<file path="src/bpa_pkg.sv">
`timescale 1ns / 1ps
// bpa_pkg: constants, types and helper functions of the buddy page allocator.
// No dependencies.
package bpa_pkg;

    localparam int MaxPages  = 2048;
    localparam int TopOrder  = 11;
    localparam int PageBytes = 4096;
    localparam int IdxW      = $clog2(MaxPages);
    localparam int LinkW     = IdxW + 1;
    localparam int OrdN      = TopOrder + 1;
    localparam int OrdW      = $clog2(OrdN);
    localparam int PageSh    = $clog2(PageBytes);
    localparam int AddrW     = 64;
    localparam int SizeW     = 32;
    localparam int FreeW     = 12;
    localparam logic [LinkW-1:0] NoneLink = LinkW'(MaxPages);

    typedef enum logic [1:0] {
        ACT_ALLOC,
        ACT_FREE,
        ACT_INIT,
        ACT_NOP
    } t_action;

    typedef enum logic [2:0] {
        ST_DONE,
        ST_ZERO,
        ST_BIG,
        ST_NOBLK,
        ST_OUT,
        ST_DFREE
    } t_status;

    typedef enum logic [4:0] {
        S_IDLE,
        S_DECODE,
        S_ASRCH,
        S_ASPL,
        S_FCHK,
        S_ICLR,
        S_ISEL,
        S_INXT,
        S_RELT,
        S_RELC,
        S_RELM,
        S_RMRD,
        S_RMWR,
        S_PU1,
        S_PU2,
        S_MARK,
        S_DONE
    } t_state;

    typedef struct packed {
        t_state op;
        logic   accept;
    } t_cmd;

    typedef struct packed {
        t_action act;
        logic    dec_fail;
        logic    srch_hit;
        logic    spl_more;
        logic    fchk_ok;
        logic    clr_done;
        logic    rem_zero;
        logic    rel_stop;
        logic    rel_merge;
        logic    mark_last;
    } t_sts;

    function automatic logic [OrdW-1:0] f_bitlen(input logic [IdxW-1:0] v);
        logic [OrdW-1:0] r;
        r = '0;
        for (int i = 0; i < IdxW; i++) begin
            if (v[i]) r = OrdW'(i + 1);
        end
        return r;
    endfunction

    function automatic logic [OrdW-1:0] f_msb(input logic [LinkW-1:0] v);
        logic [OrdW-1:0] r;
        r = '0;
        for (int i = 0; i < LinkW; i++) begin
            if (v[i]) r = OrdW'(i);
        end
        return r;
    endfunction

    function automatic logic [OrdW-1:0] f_tz(input logic [IdxW-1:0] v);
        logic [OrdW-1:0] r;
        r = OrdW'(IdxW);
        for (int i = IdxW - 1; i >= 0; i--) begin
            if (v[i]) r = OrdW'(i);
        end
        return r;
    endfunction

    function automatic logic [LinkW-1:0] f_pow(input logic [OrdW-1:0] k);
        return LinkW'(1) << k;
    endfunction

endpackage

</file>
<file path="src/bpa_ctrl.sv">
`timescale 1ns / 1ps
// bpa_ctrl: sequencer of the allocator; issues one step per cycle to the datapath.
// Depends on bpa_pkg.
module bpa_ctrl (
    input  logic          i_clk,
    input  logic          i_rst_n,
    input  logic          start,
    input  bpa_pkg::t_sts i_sts,
    output bpa_pkg::t_cmd o_cmd,
    output logic          busy,
    output logic          o_valid
);
    import bpa_pkg::*;

    t_state r_state, n_state;
    t_state r_ret, n_ret;
    t_state rel_ret;

    assign rel_ret = (i_sts.act == ACT_INIT) ? S_INXT : S_DONE;

    always_ff @(posedge i_clk) begin
        if (!i_rst_n) begin
            r_state <= S_IDLE;
            r_ret   <= S_IDLE;
        end else begin
            r_state <= n_state;
            r_ret   <= n_ret;
        end
    end

    always_comb begin
        n_state = r_state;
        n_ret   = r_ret;
        case (r_state)
            S_IDLE: if (start) n_state = S_DECODE;
            S_DECODE: begin
                case (i_sts.act)
                    ACT_ALLOC: n_state = i_sts.dec_fail ? S_DONE : S_ASRCH;
                    ACT_FREE:  n_state = i_sts.dec_fail ? S_DONE : S_FCHK;
                    ACT_INIT:  n_state = S_ICLR;
                    default:   n_state = S_DONE;
                endcase
            end
            S_ASRCH: begin
                if (i_sts.srch_hit) begin
                    n_state = S_RMRD;
                    n_ret   = S_ASPL;
                end else begin
                    n_state = S_DONE;
                end
            end
            S_ASPL: begin
                if (i_sts.spl_more) begin
                    n_state = S_PU1;
                    n_ret   = S_ASPL;
                end else begin
                    n_state = S_DONE;
                end
            end
            S_RMRD: n_state = S_RMWR;
            S_RMWR: n_state = S_MARK;
            S_PU1:  n_state = S_PU2;
            S_PU2:  n_state = S_MARK;
            S_MARK: if (i_sts.mark_last) n_state = r_ret;
            S_FCHK: n_state = i_sts.fchk_ok ? S_RELT : S_DONE;
            S_RELT: begin
                if (i_sts.rel_stop) begin
                    n_state = S_PU1;
                    n_ret   = rel_ret;
                end else begin
                    n_state = S_RELC;
                end
            end
            S_RELC: begin
                if (i_sts.rel_merge) begin
                    n_state = S_RMRD;
                    n_ret   = S_RELM;
                end else begin
                    n_state = S_PU1;
                    n_ret   = rel_ret;
                end
            end
            S_RELM: n_state = S_RELT;
            S_ICLR: if (i_sts.clr_done) n_state = S_ISEL;
            S_ISEL: n_state = i_sts.rem_zero ? S_DONE : S_RELT;
            S_INXT: n_state = S_ISEL;
            S_DONE: n_state = S_IDLE;
            default: n_state = S_IDLE;
        endcase
    end

    always_comb begin
        o_cmd.op     = r_state;
        o_cmd.accept = (r_state == S_IDLE) && start;
        busy         = (r_state != S_IDLE);
        o_valid      = (r_state == S_DONE);
    end

endmodule

</file>
<file path="config.mk">
export PLATFORM = sky130hd
export DESIGN_NAME = bpa_ctrl
export DESIGN_NICKNAME = d
export VERILOG_FILES = /design/src/bpa_pkg.sv /design/src/bpa_ctrl.sv
export SDC_FILE = /design/constraint.sdc
export NUM_CORES = 1
export LEC_CHECK = 0
export ABC_AREA = 1
export BUFFER_PORTS_ARGS = -buffer_cell sky130_fd_sc_hd__buf_2
export CORE_MARGIN = 2
export CORE_UTILIZATION = 47
export CTS_BUF_LIST = sky130_fd_sc_hd__clkbuf_16
export DETAILED_ROUTE_END_ITERATION = 8
export GPL_TIMING_DRIVEN = 0
export PLACE_DENSITY = 0.74
export SYNTH_ARGS = -nofsm -noshare
export SYNTH_HDL_FRONTEND = slang
export SYNTH_SLANG_ARGS = --single-unit
</file>
<file path="constraint.sdc">
create_clock -name i_clk -period 1.3 [get_ports i_clk]
set_input_delay 0.065 -clock i_clk [delete_from_list [all_inputs] [get_ports i_clk]]
set_output_delay 0.065 -clock i_clk [all_outputs]
set_load 0.02 [all_outputs]
</file>
* Word level (Yosys, flattened, before mapping)
Index checks and enable logic that the tools add are counted.
** Operators by class
- Mux-type cells :: 19
- Equality and inequality tests :: 24
- Reduce and logical (&&, ||, !) cells :: 8
** Operator list (number)
- 5-bit case mux with 15 select lines :: 1
- 5-bit two-way mux :: 14
- 5-bit by 4-bit == test with 1-bit output (second input constant) :: 8
- 5-bit by 3-bit == test with 1-bit output (second input constant) :: 4
- 5-bit case mux with 4 select lines :: 1
- 5-bit case mux with 3 select lines :: 1
- 2-bit inequality test (second input constant) :: 6
- 5-bit by 2-bit == test with 1-bit output (second input constant) :: 2
- 3-bit two-way mux :: 2
- 5-bit by 1-bit == test with 1-bit output (second input constant) :: 1
- 5-bit == test (second input constant) :: 1
- 5-bit logical NOT :: 1
- 5-bit nonzero test :: 1
- 4-bit AND reduction :: 1
- 4-bit nonzero test :: 1
- 3-bit AND reduction :: 1
- 2-bit by 1-bit == test with 1-bit output (second input constant) :: 1
- 2-bit == test (second input constant) :: 1
- 2-bit logical NOT :: 1
- 2-bit OR reduction :: 1
- 1-bit logical AND :: 1
** Word-level totals
- Logic and storage cells :: 53
- Input bits :: 14
- Output and inout port bits :: 8
- Bits in registers :: 10

* Longest topological paths before layout
Gate-level depths: netlist of run 1.
- Depth in word-level cells :: 4
- Mapped depth :: 10
- Mapped depth without buffers :: 9

* Worst setup path after synthesis of run 1
Ideal clock, no wire load.
- Path kind :: reg-to-output
- Start :: register r_state[4]
- End :: output o_valid
- Data arrival time :: 1513 ps
- Setup slack :: -278 ps
- Required time :: 1235 ps
- Cell stages (with the launch flop) :: 4
- Buffers on the path :: 1
- Cell sequence :: dfxtp_1 inv_1 buf_4 nor4_1
** Between the ends
- Word-level cells in the longest chain between the ends :: 1
** Ends and longest elaborated chain
- start, declared :: line bpa_ctrl.sv:15 : t_state r_state, n_state;
- start signal, assigned :: line bpa_ctrl.sv:26 : r_state <= n_state;
- 5-bit == test :: line bpa_ctrl.sv:96 : o_valid = (r_state == S_DONE);
- end, declared :: line bpa_ctrl.sv:11 : output logic o_valid
Every way passes these cells.

==> run summary, run 1 <==
Final Cycle Share: 1.104
Rel. slew slack: 0.8014
Startpoint Class: register
share of the synthesized area in the top cell type: 0.2142
asr flop ratio synth: 0
critical-path cell list: nor2_4, buf_4, nand3_2, nor2_4, buf_6
# IOs: 22
fillers: 147
clock power share: 0.367
Setup Slack @ Placement: -0.1938 ns
Routed WL: 3528 um
Setup Viol. Count Final: 13
hold crit path type: in -> reg
post-route minimum period: 1.435 ns
grt total ovfl: 0
status: finished, violations left
switch share: 0.3599
sink of the worst hold path: r_ret[2]
hpwl dp: 2003 um
Primary FF master, synth: dfxtp_1
failing checks: setup timing
CP max-delay cell: dfxtp_4
fmax: 696.9 MHz
mean post-synth cell area: 5.915 um^2
DIE WIDTH: 48.60 um
Mapped Nets: 172
post-synthesis sequential area ratio: 0.2142
H-Tree Depth: 1
most frequent cell after synthesis: nand2_1
Vias/cell: 5.728
Tot GR Track Use: 0.3015
Int Pwr: 0.0009876 W
Ys Warns: 0
Layout area overhead: 54.35%
Req. time, crit path: 1.24 ns
share of post-route cells with drive strength above 1: 0.4577
unrepaired setup endpoints after global routing: true
clk slew on worst S/H paths: 0.04 ns
drt pass-1 iters: 5
pwr/cell area: 1070 nW/um^2
CP endpoint kind: output pin
DRT iter0 DRCs: 109
Mapped Area: 934.6 um^2
Die Area: 2361 um^2
drc violations: 0
area leader, netlist: dfxtp_1
Synth Register Bits: 10
Storage cell area: 219.0 um^2
later-pin clock latency in the skew report: 0.24 ns
Lkg Pwr: 0.7261 nW
FF-to-FF path depth: 8
HP Start: i_rst_n
Die Height: 48.60 um
gpl congestion: 0.8975
number of synthesized flops with an enable pin: 0
Commonest cells post-synth: nand2_1 (37), inv_1 (24), nor2_1 (24), nand3_1 (17)
CTS tree: done
worst-margin pin slew: 0.2976 ns
fin nets: 216
sw power: 0.0005553 W
Via Count: 1306
Site Rows: 16
Initial Util: 0.4863
max-slew violations: 0
worst vdd ir: 0.0009722 V
Setup Crit Path Kind: reg -> out
WL/cell: 15.47 um
largest net degree at the start of global routing: 11
area of the multi-input gates: 720.7 um^2
final hold violations: 0
final antenna-violating net count: 0
antenna violations before repair: 0
vias in the first global route: 1208
deepest clock path buffer count: 2
total of max-cap violations: 0
Critical R2R Launch: r_state[0]
Worst Path Arrival: 1.37 ns
first-pass GRT wire length: 5409 um
ranking of synthesized cells by area: dfxtp_1 (21%), nand2_1 (15%), inv_1 (9.6%)
WP buf/inv: 2
core footprint: 1922 um^2
Clock Sinks: 10
crit-path max cell delay: 0.39 ns
Final Worst Setup Slack: -0.1349 ns
number of I/O port buffers: 21
hold-fix buffers at CTS: 0
hold depth: 3
r2r setup slk: -0.10 ns
WHS: 0.07228 ns
Seq pwr share: 0.247
critical path's top delay family: simple AND/OR/NAND/NOR gates
Post-Synthesis Cells: 158
Worst R2R End: r_state[0]
Final Skew: 0.001420 ns
combinational share of power: 0.387
CP Max Fanout: 7
most used cell, CP: nor2_4
TritonCTS Buffers: 3
CTS root buffer: clkbuf_16
n_diodes: 0
number of distinct library cells after synthesis: 23
layer usage:
layer,up-vias,GRT usage,wire (um)
li1,597,-,-
met1,593,0.3397,1332
met2,95,0.5324,1711
met3,21,0.05247,299
met4,0,0.1762,184
met5,-,0,0
placed cells by master, fill, tap and decap left out, drive strengths merged:
cell type	n
a21oi	6
nand3b	1
clkinv	1
nor3b	1
dfxtp	10
nand4	10
buf	41
or2	1
o211ai	1
o21ai	4
nand2	40
nor4	1
nand3	20
nor3	2
inv	25
nor2	34
clkbuf	3
power groups by stage:
stage | combinational [W] | clock (W) | sequential [W]
2_1_floorplan | 0.000260 | 0 | 0.000381
3_3_place_gp | 0.000376 | 0 | 0.000371
3_5_place_dp | 0.000387 | 0 | 0.000372
4_1_cts | 0.000528 | 0.000559 | 0.000374
5_1_grt | 0.000635 | 0.000596 | 0.000382
6_report | 0.000597 | 0.000566 | 0.000380
worst max path at each step:
stage               start          to  slack [ns]  cells after the start
2_1_floorplan  r_state[3]    r_ret[4]       -0.07                      9
3_3_place_gp   r_state[3]    r_ret[4]       -0.17                      9
3_5_place_dp   r_state[3]    r_ret[4]       -0.19                      9
4_1_cts        r_state[2]    r_ret[4]       -0.07                      8
5_1_grt        r_state[1]  r_state[0]       -0.19                      7
6_report       r_state[0]    o_cmd[0]       -0.13                      5
cells by family (layout without fill, tap and decap cells):
| group | count (synthesis) | in the layout | synth area share |
|---|---|---|---|
| AOI/OAI and AO/OA | 11 | 11 | 0.06559 |
| buffers and inverters | 28 | 70 | 0.1325 |
| DFF | 10 | 10 | 0.2142 |
| and+or+nand+nor | 109 | 110 | 0.5877 |
state kept, by name, indices dropped and copies added (netlist names):
signal   flops
r_state      5
r_ret        5
metrics by stage:
step | instance area [um^2] | instances | TNS [ns] | util | total power, W
3_3_place_gp | 1120 | 206 | -0.8892 | 0.5827 | 0.0007468
3_5_place_dp | 1120 | 206 | -1.152 | 0.5827 | 0.0007582
5_1_grt | 1443 | 228 | -1.605 | 0.7507 | 0.001614
4_1_cts | 1368 | 227 | -0.4646 | 0.7116 | 0.001461
6_report | 1443 | 228 | -0.8456 | 0.7507 | 0.001543
2_1_floorplan | 980.9 | 158 | -0.1778 | - | 0.0006417
final cells by class:
cell class	instances	share of cell area
Tap cell	27	0.02342
Clock buffer	3	0.05204
Multi-Input combinational cell	121	0.4996
Buffer	2	0.01821
Timing Repair Buffer	39	0.1804
Clock inverter	1	0.002602
Inverter	25	0.07199
Sequential cell	10	0.1518
worst reg2reg max path: stages (launching register included):
cell and delay, ns:
dfxtp_4 0.39, nor2_4 0.17, buf_4 0.16, nand3_2 0.13
nand2_1 0.12, nor2_1 0.06, nand3_1 0.09, nand2_1 0.07
a21oi_2 0.14
what timing repair did:
| action | 4_1_cts | 5_1_grt |
|---|---|---|
| pin swaps | 12 | 10 |
| setup endpoints to repair | 13 | 13 |
| buffers inserted | 17 | 1 |
| cloned | 1 | 0 |
| gates resized for setup | 17 | 21 |
Note: power is estimated with default switching activity, not from simulation.
==> run 2: changes to the inputs <==
--- a/config.mk
+++ b/config.mk
@@ -13,6 +13,7 @@
 export DETAILED_ROUTE_END_ITERATION = 8
 export GPL_TIMING_DRIVEN = 0
 export PLACE_DENSITY = 0.74
+export REMOVE_ABC_BUFFERS = 1
 export SYNTH_ARGS = -nofsm -noshare
 export SYNTH_HDL_FRONTEND = slang
 export SYNTH_SLANG_ARGS = --single-unit
==> run summary, run 2 (synthesized netlist as in run 1, its figures left out) <==
first-pass GRT wire length: 4926 um
Final Worst Setup Slack: -0.2237 ns
CP Max Fanout: 5
total of max-cap violations: 0
Initial Util: 0.4863
WL/cell: 15.77 um
TritonCTS Buffers: 3
Post-Layout Cell Count: 227
Req. time, crit path: 1.41 ns
Worst Path Arrival: 1.64 ns
DRT iter0 DRCs: 56
hold crit path type: in -> reg
Top Registers: r_ret: 5 flops, r_state: 5 flops
# IOs: 22
Rel. slew slack: 0.6907
CP endpoint kind: register
commonest non-fill, non-tap cell in the layout: nand2_1
WP buf/inv: 2
Setup Crit Path Kind: reg -> reg
failing checks: setup timing
final antenna-violating net count: 0
fmax: 656.3 MHz
Vias/cell: 5.656
max-slew violations: 0
gpl congestion: 0.9015
drc violations: 0
status: finished, violations left
worst vdd ir: 0.001212 V
most frequent cells in the layout: nand2_1 (32), inv_1 (23), buf_2 (19), nor2_1 (18), buf_4 (16)
core footprint: 1922 um^2
most used cell, CP: nand2_1
post-route minimum period: 1.524 ns
H-Tree Depth: 1
pwr/cell area: 1036 nW/um^2
DIE WIDTH: 48.60 um
critical-path cell list: clkinvlp_4, buf_6, nand3_1, nor2_1, nor2_1, nand2_1, nor2_2, nand2_1, nand2_1, a21oi_1
Lkg Pwr: 0.7276 nW
deepest clock path buffer count: 2
drt pass-1 iters: 4
Layout area overhead: 56.63%
Site Rows: 16
Final Cycle Share: 1.172
CP max-delay cell: dfxtp_4
Final Skew: 0.0008363 ns
Startpoint Class: register
unrepaired setup endpoints after global routing: true
hold-fix buffers at CTS: 0
critical path's top delay family: simple AND/OR/NAND/NOR gates
vias in the first global route: 1127
later-pin clock latency in the skew report: 0.24 ns
Tot GR Track Use: 0.2716
final hold violations: 0
hpwl dp: 1927 um
crit-path max cell delay: 0.38 ns
Die Area: 2361 um^2
clk slew on worst S/H paths: 0.04 ns
CTS root buffer: clkbuf_16
total power: 0.001517 W
placed cell count: 203
n_diodes: 0
grt total ovfl: 0
number of I/O port buffers: 21
Setup Viol. Count Final: 12
worst-margin pin slew: 0.4591 ns
Routed WL: 3580 um
Clock Sinks: 10
antenna violations before repair: 0
Via Count: 1284
share of post-route cells with drive strength above 1: 0.4500
CTS tree: done
Die Height: 48.60 um
largest net degree at the start of global routing: 9
fin nets: 216
==> run 2: cell count changes in the layout (fill, tap and decap cells not counted), sizes merged <==
cell      change
clkinvlp      +1
clkinv        -1
inv           -1
buf           +1
nor2          -1
==> run 2: layer usage <==
layer / vias up / track usage / wire, um
li1: 598 / - / -
met1: 591 / 0.3115 / 1280
met2: 79 / 0.4815 / 1840
met3: 16 / 0.04012 / 288
met4: 0 / 0.1524 / 171
met5: - / 0 / 0
==> run 2: final timing paths <==
path                                 start         end  slack, ns  depth (start not counted)
worst max register to register  r_state[4]  r_state[2]      -0.22                         10
worst max-delay path            r_state[4]  r_state[2]      -0.22                         10
worst min register to register    r_ret[1]    r_ret[1]       0.47                          2
worst min-delay path               i_rst_n    r_ret[2]       0.07                          3
==> run 2: through the flow <==
stage / hold WS [ns] / setup WS (ns) / instance area [um^2] / utilization / setup TNS, ns
floorplan: 0.1855 / -0.2775 / 904.6 / - / -2.421
global placement: 0.3090 / -0.3231 / 1044 / 0.5430 / -2.889
detailed placement: 0.3176 / -0.3426 / 1044 / 0.5430 / -2.966
CTS: 0.06803 / -0.1288 / 1310 / 0.6816 / -0.5665
global route: 0.08208 / -0.3000 / 1464 / 0.7617 / -2.522
finish: 0.06662 / -0.2237 / 1464 / 0.7617 / -1.755
==> run 2: where the power goes <==
part	switching, W	internal (W)
logic	0.000342	0.000252
clock network	0.000149	0.000399
registers	0.0000460	0.000329
==> run 2: tightest hold or removal path, delay by kind of cell <==
kind / cells / cell delay [ns]
and+or+nand+nor: 2 / 0.08
buffers and inverters: 1 / 0.11
==> run 2: timing repair <==
action                     4_1_cts  5_1_grt
pin swaps                       20       15
setup buffers                   16        5
resized for setup               24       28
setup endpoints to repair       13       13
==> run 2: cell type report <==
class	count	area (um^2)
multi-input cells	120	744.5
fillers	146	457.9
repair buffers	42	294.0
flip-flops and latches	10	219.0
inverters	25	97.59
clock buffers	3	75.07
well taps	27	33.78
==> run 3: changes to the inputs <==
--- a/config.mk
+++ b/config.mk
@@ -11,9 +11,8 @@
 export CORE_UTILIZATION = 47
 export CTS_BUF_LIST = sky130_fd_sc_hd__clkbuf_16
 export DETAILED_ROUTE_END_ITERATION = 8
-export GPL_TIMING_DRIVEN = 0
+export GPL_TIMING_DRIVEN = 1
 export PLACE_DENSITY = 0.74
-export REMOVE_ABC_BUFFERS = 1
 export SYNTH_ARGS = -nofsm -noshare
 export SYNTH_HDL_FRONTEND = slang
 export SYNTH_SLANG_ARGS = --single-unit
==> constraint.sdc (replaced) <==
create_clock -name i_clk -period 1.3 [get_ports i_clk]
set_input_delay 0.26 -clock i_clk [delete_from_list [all_inputs] [get_ports i_clk]]
set_output_delay 0.26 -clock i_clk [all_outputs]
set_load 0.02 [all_outputs]
==> run summary, run 3 (synthesized netlist as in run 1, its figures left out) <==
status: finished, violations left
failing checks: setup timing
core footprint: 1922 um^2
final hold violations: 0
Final Skew: 0.004230 ns
pwr/cell area: 1010 nW/um^2
Crit path depth: 8
WHS: 0.2757 ns
DRT iter0 DRCs: 63
Initial Util: 0.4863
met2 usage: 0.5787
DIE WIDTH: 48.60 um
combinational share of power: 0.408
n_diodes: 0
H-Tree Depth: 1
critical-path cell list: nor2_4, buf_6, nand4_1, nand2_1, inv_1, nand3_1, nand2_2, a21oi_2
CTS tree: done
Die Area: 2361 um^2
# IOs: 22
total of max-cap violations: 0
Post-Layout Cell Count: 235
critical path's top delay family: simple AND/OR/NAND/NOR gates
Setup Viol. Count Final: 13
switch share: 0.3505
CP endpoint kind: register
max-slew violations: 0
Final Worst Setup Slack: -0.2628 ns
Setup TNS: -2.325 ns
Lkg Pwr: 0.7582 nW
TritonCTS Buffers: 3
hold depth: 3
first-pass GRT wire length: 5720 um
Worst Path Arrival: 1.72 ns
grt total ovfl: 0
fin nets: 223
Final Cycle Share: 1.202
number of I/O port buffers: 21
fmax: 639.9 MHz
drc violations: 0
final antenna-violating net count: 0
drt pass-1 iters: 4
Req. time, crit path: 1.45 ns
vias in the first global route: 1255
unrepaired setup endpoints after global routing: true
worst-margin pin slew: 0.3322 ns
commonest non-fill, non-tap cell in the layout: nand2_1
clock power share: 0.351
Setup Crit Path Kind: reg -> reg
placed cell count: 220
DP Area: 1227 um^2
post-route minimum period: 1.563 ns
GR Layer Usage met1: 0.3473
fillers: 139
most frequent cells in the layout: nand2_1 (33), buf_4 (25), inv_1 (23), nor2_1 (19), buf_2 (18)
Storage cell area: 219.0 um^2
deepest clock path buffer count: 2
Rel. slew slack: 0.7783
largest net degree at the start of global routing: 9
Startpoint Class: register
CTS root buffer: clkbuf_16
Layout area overhead: 63.99%
gpl congestion: 0.9294
GR peak layer: met2
Vias/cell: 5.566
WP buf/inv: 2
hpwl dp: 2341 um
FF-to-FF path depth: 8
M3 GR Usage: 0.04012
Die Height: 48.60 um
Final Cell Area: 1533 um^2
Tot GR Track Use: 0.3120
Via Count: 1308
Site Rows: 16
antenna violations before repair: 0
area of the multi-input gates: 748.2 um^2
clk slew on worst S/H paths: 0.04 ns
hold-fix buffers at CTS: 0
later-pin clock latency in the skew report: 0.24 ns
Top Registers: r_ret: 5 flops, r_state: 5 flops
Routed WL: 3682 um
Clock Sinks: 10
CP max-delay cell: dfxtp_4
Seq pwr share: 0.241
crit-path max cell delay: 0.37 ns
share of post-route cells with drive strength above 1: 0.4712
CP Max Fanout: 7
worst vdd ir: 0.001157 V
hold crit path type: in -> reg
Int Pwr: 0.001006 W
WL/cell: 15.67 um
sw power: 0.0005428 W
## run 3: cell types whose count changed in the layout (fill, tap and decap cells not counted), moves of 2 or more
cell	previous run	this run
buf_6	7	5
a21oi_2	1	4
buf_4	16	25
a21oi_1	5	2
## run 3: worst register-to-register path, cell delays in order (launching register included)
cell     delay [ns]
dfxtp_4        0.37
nor2_4         0.26
buf_6          0.14
nand4_1        0.13
nand2_1        0.14
inv_1          0.08
nand3_1        0.11
nand2_2        0.07
a21oi_2        0.17
## run 3: final timing paths
path	endpoint	startpoint	slack [ns]
setup / recovery	r_state[0]	r_state[3]	-0.26
hold / removal	r_ret[2]	i_rst_n	0.28
setup reg to reg	r_state[0]	r_state[3]	-0.26
hold reg to reg	r_ret[4]	r_ret[4]	0.51
## run 3: cell type report
| cell class | count | area share |
|---|---|---|
| Inverter | 25 | 0.06449 |
| Tap cell | 27 | 0.02204 |
| Clock inverter | 1 | 0.002449 |
| Timing Repair Buffer | 49 | 0.2310 |
| Sequential cell | 10 | 0.1429 |
| Clock buffer | 3 | 0.04898 |
| Multi-Input combinational cell | 120 | 0.4882 |
## run 3: timing repair
| item | CTS | global route |
|---|---|---|
| gates resized for setup | 21 | 17 |
| cloned | 0 | 0 |
| endpoints found under the hold margin | 0 | 0 |
| endpoints found under the setup margin | 13 | 13 |
| setup buffers | 9 | 2 |
| pin swaps | 14 | 13 |
## run 3: power groups by stage
| stage | Clock, W | Combinational [W] | Sequential, W |
|---|---|---|---|
| 6_report | 0.000544 | 0.000632 | 0.000373 |
| 5_1_grt | 0.000567 | 0.000669 | 0.000374 |
| 4_1_cts | 0.000547 | 0.000572 | 0.000371 |
| 3_5_place_dp | 0 | 0.000455 | 0.000375 |
| 3_3_place_gp | 0 | 0.000448 | 0.000375 |
| 2_1_floorplan | 0 | 0.000275 | 0.000382 |
## run 3: metrics by stage
step / total power [W] / setup WS [ns] / util
floorplan: 0.0006566 / -0.07067 / -
global placement: 0.0008224 / -0.07153 / 0.6387
detailed placement: 0.0008301 / -0.08981 / 0.6387
CTS: 0.001490 / -0.1686 / 0.7546
global route: 0.001610 / -0.3060 / 0.7975
finish: 0.001549 / -0.2628 / 0.7975
## run 3: per-layer routing
metal	vias up	wire, um
met5	-	0
met4	0	196
met3	22	247
met2	79	1843
met1	599	1395
li1	608	-
